### src/qse_pkg.sv
// Shared types, sizes and command codes for the quicksort engine.
`default_nettype none

package qse_pkg;

    localparam int MAX_ELEMENTS = 64;
    localparam int DATA_WIDTH   = 32;
    localparam int STACK_DEPTH  = 64;

    localparam int IDXW  = $clog2(MAX_ELEMENTS);      // element address
    localparam int CNTW  = $clog2(MAX_ELEMENTS + 1);  // element count
    localparam int POSW  = IDXW + 2;                  // signed scan position
    localparam int STKIW = $clog2(STACK_DEPTH);       // stack address
    localparam int SPW   = $clog2(STACK_DEPTH + 1);   // stack pointer

    typedef logic signed [DATA_WIDTH-1:0] t_data;
    typedef logic signed [POSW-1:0]       t_pos;
    typedef logic [2*IDXW-1:0]            t_range;   // {lo, hi}

    typedef struct packed {
        t_data value;
        logic  is_last;
    } t_in_word;

    typedef struct packed {
        t_data sorted_value;
        logic  end_of_run;
        logic  overflow;
    } t_out_word;

    // store read address select
    localparam logic [1:0] R_K   = 2'd0;
    localparam logic [1:0] R_MID = 2'd1;
    localparam logic [1:0] R_I   = 2'd2;
    localparam logic [1:0] R_J   = 2'd3;

    // store write select
    localparam logic [1:0] W_LOAD = 2'd0;
    localparam logic [1:0] W_I_AJ = 2'd1;
    localparam logic [1:0] W_J_AI = 2'd2;

    // range push select
    localparam logic [1:0] P_FULL  = 2'd0;
    localparam logic [1:0] P_RIGHT = 2'd1;
    localparam logic [1:0] P_LEFT  = 2'd2;

    typedef struct packed {
        logic       store_we;
        logic [1:0] wsel;
        logic [1:0] raddr_sel;
        logic       count_inc;
        logic       drop_set;
        logic       run_clear;
        logic       push_en;
        logic [1:0] push_sel;
        logic       pop;
        logic       range_load;
        logic       pivot_load;
        logic       ai_load;
        logic       aj_load;
        logic       i_inc;
        logic       j_dec;
        logic       k_inc;
    } t_cmd;

    typedef struct packed {
        logic count_full;
        logic count_lt2;
        logic sp_zero;
        logic i_le_j;
        logic i_le_hi;
        logic j_ge_lo;
        logic i_lt_hi;
        logic j_gt_lo;
        logic key_lt;
        logic key_gt;
        logic k_last;
    } t_status;

endpackage

`default_nettype wire

### src/qse_datapath.sv
// Datapath: element store, range stack, scan indices, pivot and run counters.
`default_nettype none

module qse_datapath (
    input  wire logic                i_clk,
    input  wire logic                i_rst_n,
    input  wire qse_pkg::t_in_word   i_in_word,
    input  wire qse_pkg::t_cmd       i_cmd,
    output qse_pkg::t_status         o_status,
    output qse_pkg::t_out_word       o_out_word
);

    // memories
    qse_pkg::t_data  r_store [qse_pkg::MAX_ELEMENTS];
    qse_pkg::t_range r_stack [qse_pkg::STACK_DEPTH];
    qse_pkg::t_data  r_store_rd;
    qse_pkg::t_range r_stack_rd;

    // control registers
    logic [qse_pkg::CNTW-1:0] r_count, n_count;
    logic [qse_pkg::SPW-1:0]  r_sp, n_sp;
    logic                     r_dropped, n_dropped;
    logic [qse_pkg::IDXW-1:0] r_k, n_k;

    // payload registers
    qse_pkg::t_pos  r_lo, r_hi, r_i, r_j;
    qse_pkg::t_data r_pivot, r_ai, r_aj;

    logic [qse_pkg::POSW-1:0]  w_mid_sum;
    logic [qse_pkg::IDXW-1:0]  w_raddr, w_waddr;
    qse_pkg::t_data            w_wdata;
    qse_pkg::t_range           w_push_data;
    logic [qse_pkg::CNTW-1:0]  w_cnt_m1;
    logic                      w_push_ok;
    logic [qse_pkg::SPW-1:0]   w_sp_m1;

    assign w_mid_sum = r_lo + r_hi;
    assign w_cnt_m1  = r_count - 1'b1;
    assign w_push_ok = r_sp < qse_pkg::SPW'(qse_pkg::STACK_DEPTH);
    assign w_sp_m1   = r_sp - 1'b1;

    always_comb begin
        case (i_cmd.raddr_sel)
            qse_pkg::R_MID: w_raddr = w_mid_sum[qse_pkg::IDXW:1];
            qse_pkg::R_I:   w_raddr = r_i[qse_pkg::IDXW-1:0];
            qse_pkg::R_J:   w_raddr = r_j[qse_pkg::IDXW-1:0];
            default:        w_raddr = r_k;
        endcase
    end

    always_comb begin
        case (i_cmd.wsel)
            qse_pkg::W_I_AJ: begin
                w_waddr = r_i[qse_pkg::IDXW-1:0];
                w_wdata = r_aj;
            end
            qse_pkg::W_J_AI: begin
                w_waddr = r_j[qse_pkg::IDXW-1:0];
                w_wdata = r_ai;
            end
            default: begin
                w_waddr = r_count[qse_pkg::IDXW-1:0];
                w_wdata = i_in_word.value;
            end
        endcase
    end

    always_comb begin
        case (i_cmd.push_sel)
            qse_pkg::P_RIGHT: w_push_data = {r_i[qse_pkg::IDXW-1:0], r_hi[qse_pkg::IDXW-1:0]};
            qse_pkg::P_LEFT:  w_push_data = {r_lo[qse_pkg::IDXW-1:0], r_j[qse_pkg::IDXW-1:0]};
            default:          w_push_data = {{qse_pkg::IDXW{1'b0}},
                                             w_cnt_m1[qse_pkg::IDXW-1:0]};
        endcase
    end

    always_ff @(posedge i_clk) begin
        if (i_cmd.store_we) begin
            r_store[w_waddr] <= w_wdata;
        end
        r_store_rd <= r_store[w_raddr];
    end

    always_ff @(posedge i_clk) begin
        if (i_cmd.push_en && w_push_ok) begin
            r_stack[r_sp[qse_pkg::STKIW-1:0]] <= w_push_data;
        end
        if (i_cmd.pop) begin
            r_stack_rd <= r_stack[w_sp_m1[qse_pkg::STKIW-1:0]];
        end
    end

    always_comb begin
        n_count   = r_count;
        n_sp      = r_sp;
        n_dropped = r_dropped;
        n_k       = r_k;
        if (i_cmd.count_inc) n_count = r_count + 1'b1;
        if (i_cmd.drop_set)  n_dropped = 1'b1;
        if (i_cmd.push_en && w_push_ok) n_sp = r_sp + 1'b1;
        if (i_cmd.pop)       n_sp = w_sp_m1;
        if (i_cmd.k_inc)     n_k = r_k + 1'b1;
        if (i_cmd.run_clear) begin
            n_count   = '0;
            n_sp      = '0;
            n_dropped = 1'b0;
            n_k       = '0;
        end
    end

    always_ff @(posedge i_clk) begin
        if (!i_rst_n) begin
            r_count   <= '0;
            r_sp      <= '0;
            r_dropped <= 1'b0;
            r_k       <= '0;
        end else begin
            r_count   <= n_count;
            r_sp      <= n_sp;
            r_dropped <= n_dropped;
            r_k       <= n_k;
        end
    end

    always_ff @(posedge i_clk) begin
        if (i_cmd.range_load) begin
            r_lo <= qse_pkg::t_pos'({2'b00, r_stack_rd[2*qse_pkg::IDXW-1:qse_pkg::IDXW]});
            r_hi <= qse_pkg::t_pos'({2'b00, r_stack_rd[qse_pkg::IDXW-1:0]});
            r_i  <= qse_pkg::t_pos'({2'b00, r_stack_rd[2*qse_pkg::IDXW-1:qse_pkg::IDXW]});
            r_j  <= qse_pkg::t_pos'({2'b00, r_stack_rd[qse_pkg::IDXW-1:0]});
        end else begin
            if (i_cmd.i_inc) r_i <= r_i + qse_pkg::t_pos'(1);
            if (i_cmd.j_dec) r_j <= r_j - qse_pkg::t_pos'(1);
        end
        if (i_cmd.pivot_load) r_pivot <= r_store_rd;
        if (i_cmd.ai_load)    r_ai    <= r_store_rd;
        if (i_cmd.aj_load)    r_aj    <= r_store_rd;
    end

    assign o_status.count_full = r_count == qse_pkg::CNTW'(qse_pkg::MAX_ELEMENTS);
    assign o_status.count_lt2  = r_count < qse_pkg::CNTW'(2);
    assign o_status.sp_zero    = r_sp == '0;
    assign o_status.i_le_j     = r_i <= r_j;
    assign o_status.i_le_hi    = r_i <= r_hi;
    assign o_status.j_ge_lo    = r_j >= r_lo;
    assign o_status.i_lt_hi    = r_i < r_hi;
    assign o_status.j_gt_lo    = r_j > r_lo;
    assign o_status.key_lt     = r_store_rd < r_pivot;
    assign o_status.key_gt     = r_store_rd > r_pivot;
    assign o_status.k_last     = qse_pkg::CNTW'(r_k) == w_cnt_m1;

    assign o_out_word.sorted_value = r_store_rd;
    assign o_out_word.end_of_run   = o_status.k_last;
    assign o_out_word.overflow     = r_dropped;

endmodule

`default_nettype wire

### src/qse_ctrl.sv
// Controller: load, partition sequencing and emit state machine.
`default_nettype none

module qse_ctrl (
    input  wire logic             i_clk,
    input  wire logic             i_rst_n,
    input  wire logic             i_in_valid,
    input  wire logic             i_in_last,
    output logic                  o_in_ready,
    output logic                  o_out_valid,
    input  wire logic             i_out_ready,
    input  wire qse_pkg::t_status i_status,
    output qse_pkg::t_cmd         o_cmd
);

    localparam logic [4:0] S_LOAD      = 5'd0;
    localparam logic [4:0] S_SORT_INIT = 5'd1;
    localparam logic [4:0] S_POP       = 5'd2;
    localparam logic [4:0] S_POP_WAIT  = 5'd3;
    localparam logic [4:0] S_PIV_RD    = 5'd4;
    localparam logic [4:0] S_PIV_LATCH = 5'd5;
    localparam logic [4:0] S_LOOP_CHK  = 5'd6;
    localparam logic [4:0] S_SCAN_I    = 5'd7;
    localparam logic [4:0] S_SCAN_I_CMP = 5'd8;
    localparam logic [4:0] S_SCAN_J    = 5'd9;
    localparam logic [4:0] S_SCAN_J_CMP = 5'd10;
    localparam logic [4:0] S_SWAP_CHK  = 5'd11;
    localparam logic [4:0] S_SWAP2     = 5'd12;
    localparam logic [4:0] S_FINISH    = 5'd13;
    localparam logic [4:0] S_FINISH2   = 5'd14;
    localparam logic [4:0] S_EMIT_RD   = 5'd15;
    localparam logic [4:0] S_EMIT_HOLD = 5'd16;

    logic [4:0] r_state, n_state;

    assign o_in_ready  = r_state == S_LOAD;
    assign o_out_valid = r_state == S_EMIT_HOLD;

    always_comb begin
        n_state         = r_state;
        o_cmd           = '0;
        o_cmd.raddr_sel = qse_pkg::R_K;
        o_cmd.wsel      = qse_pkg::W_LOAD;
        o_cmd.push_sel  = qse_pkg::P_FULL;
        unique case (r_state)
            S_LOAD: begin
                if (i_in_valid) begin
                    if (i_status.count_full) begin
                        o_cmd.drop_set = 1'b1;
                    end else begin
                        o_cmd.store_we  = 1'b1;
                        o_cmd.count_inc = 1'b1;
                    end
                    if (i_in_last) n_state = S_SORT_INIT;
                end
            end
            S_SORT_INIT: begin
                if (i_status.count_lt2) begin
                    n_state = S_EMIT_RD;
                end else begin
                    o_cmd.push_en = 1'b1;
                    n_state       = S_POP;
                end
            end
            S_POP: begin
                if (i_status.sp_zero) begin
                    n_state = S_EMIT_RD;
                end else begin
                    o_cmd.pop = 1'b1;
                    n_state   = S_POP_WAIT;
                end
            end
            S_POP_WAIT: begin
                o_cmd.range_load = 1'b1;
                n_state          = S_PIV_RD;
            end
            S_PIV_RD: begin
                o_cmd.raddr_sel = qse_pkg::R_MID;
                n_state         = S_PIV_LATCH;
            end
            S_PIV_LATCH: begin
                o_cmd.pivot_load = 1'b1;
                n_state          = S_LOOP_CHK;
            end
            S_LOOP_CHK: begin
                n_state = i_status.i_le_j ? S_SCAN_I : S_FINISH;
            end
            S_SCAN_I: begin
                o_cmd.raddr_sel = qse_pkg::R_I;
                n_state = i_status.i_le_hi ? S_SCAN_I_CMP : S_SCAN_J;
            end
            S_SCAN_I_CMP: begin
                if (i_status.key_lt) begin
                    o_cmd.i_inc = 1'b1;
                    n_state     = S_SCAN_I;
                end else begin
                    o_cmd.ai_load = 1'b1;
                    n_state       = S_SCAN_J;
                end
            end
            S_SCAN_J: begin
                o_cmd.raddr_sel = qse_pkg::R_J;
                n_state = i_status.j_ge_lo ? S_SCAN_J_CMP : S_SWAP_CHK;
            end
            S_SCAN_J_CMP: begin
                if (i_status.key_gt) begin
                    o_cmd.j_dec = 1'b1;
                    n_state     = S_SCAN_J;
                end else begin
                    o_cmd.aj_load = 1'b1;
                    n_state       = S_SWAP_CHK;
                end
            end
            S_SWAP_CHK: begin
                if (i_status.i_le_j) begin
                    o_cmd.store_we = 1'b1;
                    o_cmd.wsel     = qse_pkg::W_I_AJ;
                    n_state        = S_SWAP2;
                end else begin
                    n_state = S_FINISH;
                end
            end
            S_SWAP2: begin
                o_cmd.store_we = 1'b1;
                o_cmd.wsel     = qse_pkg::W_J_AI;
                o_cmd.i_inc    = 1'b1;
                o_cmd.j_dec    = 1'b1;
                n_state        = S_LOOP_CHK;
            end
            S_FINISH: begin
                if (i_status.i_lt_hi) begin
                    o_cmd.push_en  = 1'b1;
                    o_cmd.push_sel = qse_pkg::P_RIGHT;
                end
                n_state = S_FINISH2;
            end
            S_FINISH2: begin
                if (i_status.j_gt_lo) begin
                    o_cmd.push_en  = 1'b1;
                    o_cmd.push_sel = qse_pkg::P_LEFT;
                end
                n_state = S_POP;
            end
            S_EMIT_RD: begin
                n_state = S_EMIT_HOLD;
            end
            S_EMIT_HOLD: begin
                if (i_out_ready) begin
                    if (i_status.k_last) begin
                        o_cmd.run_clear = 1'b1;
                        n_state         = S_LOAD;
                    end else begin
                        o_cmd.k_inc = 1'b1;
                        n_state     = S_EMIT_RD;
                    end
                end
            end
            default: begin
                n_state = S_LOAD;
            end
        endcase
    end

    always_ff @(posedge i_clk) begin
        if (!i_rst_n) begin
            r_state <= S_LOAD;
        end else begin
            r_state <= n_state;
        end
    end

endmodule

`default_nettype wire

### src/quicksort_engine.sv
// Top level of the quicksort engine: controller plus datapath.
//
// Input channel (i_in_valid / o_in_ready / i_in_word): one word per element.
// Words are written into a 64-entry element store at one word per cycle while
// o_in_ready is high. A word with is_last set closes the run; words arriving
// with the store full are dropped and the run's results carry overflow = 1
// (a dropped is_last word still closes the run).
// After the last word the block sorts the run in place with Hoare-partition
// quicksort, middle element as pivot, using an explicit range stack. The
// element store has one registered read port and one write port: each scan
// step is a read state then a compare state, each swap writes one element in
// S_SWAP_CHK and the other in S_SWAP2, and each partition adds pop, pivot
// and push states. Output channel (o_out_valid / i_out_ready / o_out_word):
// the run in ascending order, each word read from the store in S_EMIT_RD and
// held in S_EMIT_HOLD until taken, end_of_run set on the final word. A stalled
// receiver simply holds the current word; nothing is lost. o_in_ready stays
// low from the last input word until the final result word is taken.
// Reset (synchronous, active low) empties the store and stack counters and
// returns to loading; store contents are not cleared.
`default_nettype none

module quicksort_engine (
    input  wire logic               i_clk,
    input  wire logic               i_rst_n,
    input  wire logic               i_in_valid,
    output logic                    o_in_ready,
    input  wire qse_pkg::t_in_word  i_in_word,
    output logic                    o_out_valid,
    input  wire logic               i_out_ready,
    output qse_pkg::t_out_word      o_out_word
);

    // command and status between sequencer and datapath
    qse_pkg::t_cmd    w_cmd;
    qse_pkg::t_status w_status;

    qse_ctrl u_ctrl (
        .i_clk       (i_clk),
        .i_rst_n     (i_rst_n),
        .i_in_valid  (i_in_valid),
        .i_in_last   (i_in_word.is_last),
        .o_in_ready  (o_in_ready),
        .o_out_valid (o_out_valid),
        .i_out_ready (i_out_ready),
        .i_status    (w_status),
        .o_cmd       (w_cmd)
    );

    // store, stack, scan indices and the output word
    qse_datapath u_datapath (
        .i_clk      (i_clk),
        .i_rst_n    (i_rst_n),
        .i_in_word  (i_in_word),
        .i_cmd      (w_cmd),
        .o_status   (w_status),
        .o_out_word (o_out_word)
    );

endmodule

`default_nettype wire

### config.mk
export PLATFORM = sky130hd
export DESIGN_NAME = quicksort_engine
export DESIGN_NICKNAME = d
export VERILOG_FILES = /design/src/qse_pkg.sv /design/src/qse_datapath.sv /design/src/qse_ctrl.sv /design/src/quicksort_engine.sv
export SDC_FILE = /design/constraint.sdc
export NUM_CORES = 2
export LEC_CHECK = 0
export ABC_AREA = 1
export BUFFER_PORTS_ARGS = -buffer_cell sky130_fd_sc_hd__buf_2
export CAP_MARGIN = 20
export CORE_MARGIN = 4
export CORE_UTILIZATION = 30
export DETAILED_ROUTE_END_ITERATION = 12
export GPL_ROUTABILITY_DRIVEN = 0
export GPL_TIMING_DRIVEN = 0
export PLACE_DENSITY_LB_ADDON = 0.15
export SYNTH_ARGS = -nofsm -noshare
export SYNTH_HDL_FRONTEND = slang
export SYNTH_SLANG_ARGS = --single-unit
### constraint.sdc
create_clock -name i_clk -period 7.6 [get_ports i_clk]
set_clock_uncertainty 0.05 [all_clocks]
set_input_delay 1.52 -clock i_clk [delete_from_list [all_inputs] [get_ports i_clk]]
set_output_delay 1.52 -clock i_clk [all_outputs]
set_load 0.01 [all_outputs]
==> impl_metrics.csv <==
group,metric,value,unit
routing,dr.pass1.iters,6,
sta,min_period,7.23,ns
run_status,status,"complete, no violations",
floorplan,fp.dieW,666,um
global_routing,grt_pass1_vias,87000,
clock_network,ctsHoldBuffers,0,
flow_run,drv_cap,0,
floorplan,die-area,443000,um2
place,placed_cells,17100,
critical_path,slowest_stage,"o21ai_0",
yosys,synth.top_cell.area_share,0.682,
routing,ant_nets,0,
floorplan,die_h,666,um
yosys,synth.distinct_cells,45,
sta,worst_slack,0.368,ns
floorplan,io_pins,73,
clock_network,clock-sinks,3010,
yosys,yosysTopAreaCell,"edfxtp_1",
yosys,synthAdderAreaFrac,0.00690,
sta,fmax,138,MHz
yosys,ys.flop_type,"edfxtp_1",
min_path,holdCritStartpoint,"u_datapath.r_stack_rd[10]$_DFFE_PP_",
global_routing,grt-ovfl-total,0,
min_path,min_to,"u_datapath.r_lo[4]$_DFFE_PP_",
sta,relSlewSlack,0.174,
power_and_ir_drop,p_leak,56.4,nW
yosys,synth_top_family_by_area,"simple AND/OR/NAND/NOR gates",
clock_network,path_clk_slew,0.06,ns
place,pre_cts_slack,0.335,ns
clock_network,cts_tree,"yes",
yosys,ys_ff_latch,3010,
finish,stdcell_count,17800,
critical_path,crit_chain,"inv_1 > ha_1 > nand2_1 > nor2_1 > a21boi_0 > o21ai_0 > o21ai_0 > nand2_1 > nand2_1 > inv_1 > ha_1 > clkbuf_1 > inv_1 > clkbuf_1 > o21ai_0 > inv_1 > nor2_1 > nand2_1 > nor2_4 > buf_12",
yosys,synth_compound_area_frac,0.0324,
clock_network,numCtsBuffers,346,
yosys,synth-xor-area-share,0.00142,
critical_path,startpoint_type,"flop",
routing,drc,0,
yosys,yosys-top-cells-count,"2948 x edfxtp_1, 2327 x nand3_1, 1430 x nand2_1",
place,port_buffers,72,
global_routing,grt_max_degree,34,
finish,final_layout_size_suffix_gt1_frac,0.105,
floorplan,initial_core_util,0.301,
routing,drtIter0Drc,10800,
yosys,synth_area_per_cell,11.7,um2
sta,worst_pin_slew,1.24,ns
clock_network,cts_setup_buffers,0,
finish,nNetsFinal,11900,
finish,fillers,42100,
clock_network,cts_resized,0,
clock_network,htreeDepth,5,
yosys,synth_edf_count,2948,
routing,drt-total-wl,498,mm
critical_path,arrival,7.84,ns
clock_network,root_buffer,"clkbuf_16",
critical_path,slowest_delay,0.91,ns
floorplan,coreArea,431000,um2
clock_network,insertion_delay,0.94,ns
routing,vias,90700,
critical_path,rr_startpoint,"u_datapath.r_j[5]$_DFFE_PP_",
place,placed_area,143000,um2
critical_path,r2r_setup_slack,0.37,ns
yosys,async_flop_share,0,
sta,rsz0062_at_grt,"false",
critical_path,worstPathRequired,8.21,ns
power_and_ir_drop,ir_worst_vdd,0.233,mV
place,dp_hpwl,368,mm
min_path,holdPathStages,0,
yosys,yosysWarnings,0,
power_and_ir_drop,p_per_area,375,nW/um2
clock_network,cts_buffer_depth,4,
critical_path,critPathKind,"reg2reg",
global_routing,grt_pass1_wl,687,mm
yosys,syn_nets,11200,
yosys,syn_area,130000,um2
sta,setup-tns-final,0,ns
finish,area_growth,18.7,%
yosys,synthMuxAreaShare,0.00971,
global_routing,grt_use_total,0.218,
sta,drv_slew,0,
yosys,synth_cells,11100,
yosys,yosysSeqAreaShare,0.691,
yosys,ys_top_cells_by_area,"edfxtp_1 68%, nand3_1 9.0%, nand3b_1 4.4%",
sta,hold_violations,0,
critical_path,crit_fanout,21,
routing,wl_per_cell,28.0,um
min_path,min_path_type,"reg2reg",
sta,fin_crit_sh,0.952,
yosys,synth.most_common_cell,"edfxtp_1",
critical_path,worstRegToRegCells,20,
floorplan,rows,241,
yosys,synth-simple-area-share,0.196,
sta,setup_viol,0,
finish,design_area,154000,um2
critical_path,r2r_end,"u_datapath.r_store[44][16]$_DFFE_PP_",
global_routing,antenna_found_initial,60,
critical_path,critPathCaptureType,"flop",
routing,vias_per_cell,5.10,
[critical path: cells and delay by family, from the launching register on]
family                     cells  cell delay [ns]
DFF                            1             0.41
and+or+nand+nor                7             2.28
buffers and inverters          7             2.22
AOI/OAI and AO/OA              4             1.34
adders and majority gates      2             0.61
[through the flow]
step | utilization | total power, W | hold WS [ns]
after global placement | 0.319 | 0.0409 | 0.393
after detailed placement | 0.332 | 0.0414 | 0.404
final | 0.358 | 0.0578 | 0.400
after global routing | 0.358 | 0.0599 | 0.419
after CTS | 0.358 | 0.0579 | 0.410
after floorplan | - | 0.0301 | 0.377
[placed cells by master, fill, tap and decap left out, types with 22 or more instances in the layout]
cell type / n
a21oi_1: 79
ha_1: 70
edfxtp_1: 2948
clkinv_1: 69
buf_1: 73
nor2_4: 64
nor2_2: 27
buf_12: 123
mux2i_1: 126
clkbuf_16: 350
clkinv_2: 49
nor2_1: 492
buf_8: 22
buf_6: 26
buf_4: 37
bufinv_16: 30
dfxtp_1: 62
o32ai_1: 66
a21oi_4: 38
nand3b_1: 767
nand2_1: 1429
clkbuf_1: 447
o221ai_1: 129
inv_1: 1304
o211ai_1: 56
buf_16: 52
nand3_1: 2327
buf_2: 368
o21ai_0: 253
[cell families after synthesis]
logic type,Yosys count
muxes,126
buffers and inverters,2054
AOI/OAI and AO/OA,656
and+or+nand+nor,5172
xor gates and xnor gates,21
adders and majority gates,71
DFF,3010
[sequential cells by signal, indices dropped and copies added (netlist names)]
name                   flops
u_datapath.r_hi            6
u_datapath.r_pivot        32
u_datapath.r_lo            6
u_datapath.r_ai           32
u_datapath.r_i             8
u_datapath.r_k             6
u_datapath.r_aj           32
u_ctrl.r_state             5
u_datapath.r_sp            7
u_datapath.r_stack       768
u_datapath.r_store_rd     32
u_datapath.r_count         7
u_datapath.r_j             8
u_datapath.r_dropped       1
u_datapath.r_stack_rd     12
u_datapath.r_store      2048
[worst max path at each step]
stage / startpoint / end / slack, ns / cells past startpoint
final: u_datapath.r_j[5]$_DFFE_PP_ / u_datapath.r_store[44][16]$_DFFE_PP_ / 0.37 / 20
after global routing: u_datapath.r_j[5]$_DFFE_PP_ / u_datapath.r_store[44][12]$_DFFE_PP_ / 0.06 / 20
after CTS: u_datapath.r_j[5]$_DFFE_PP_ / u_datapath.r_store[44][12]$_DFFE_PP_ / 0.31 / 20
after detailed placement: u_datapath.r_j[5]$_DFFE_PP_ / u_datapath.r_store[44][12]$_DFFE_PP_ / 0.33 / 20
after global placement: u_datapath.r_j[1]$_DFFE_PP_ / u_datapath.r_store[43][14]$_DFFE_PP_ / -6.28 / 18
after floorplan: u_datapath.r_j[7]$_SDFFE_PP0P_ / u_datapath.r_store[22][0]$_DFFE_PP_ / 1.87 / 18
[where the power goes]
group / internal (W) / switching [W] / leakage, nW
logic: 0.00495 / 0.0166 / 23.6
clock network: 0.00956 / 0.00697 / 5.36
registers: 0.0193 / 0.000397 / 27.5
total: 0.0338 / 0.0240 / 56.4
[routing by layer]
layer  global-route usage  vias to the layer above  wire, um
li1                     -                    40600         -
met1                0.302                    45500    215000
met2                0.346                     3739    226000
met3               0.0289                      786     34400
met4               0.0882                       22     22600
met5                    0                        -       149
[area by class of cell]
type                    count  area, um2  share of cell area
diodes                     15       37.5            0.000244
plain buffers             736       3170              0.0205
clock buffers             445       9180              0.0595
clock inverters           175       1820              0.0118
inverters                1318       4950              0.0321
multi-input cells        6046      33000               0.214
flip-flops and latches   3010      89800               0.582
well taps                5710       7140              0.0464
repair buffers            326       5100              0.0331
No activity file was read; power rests on OpenSTA's default activity.
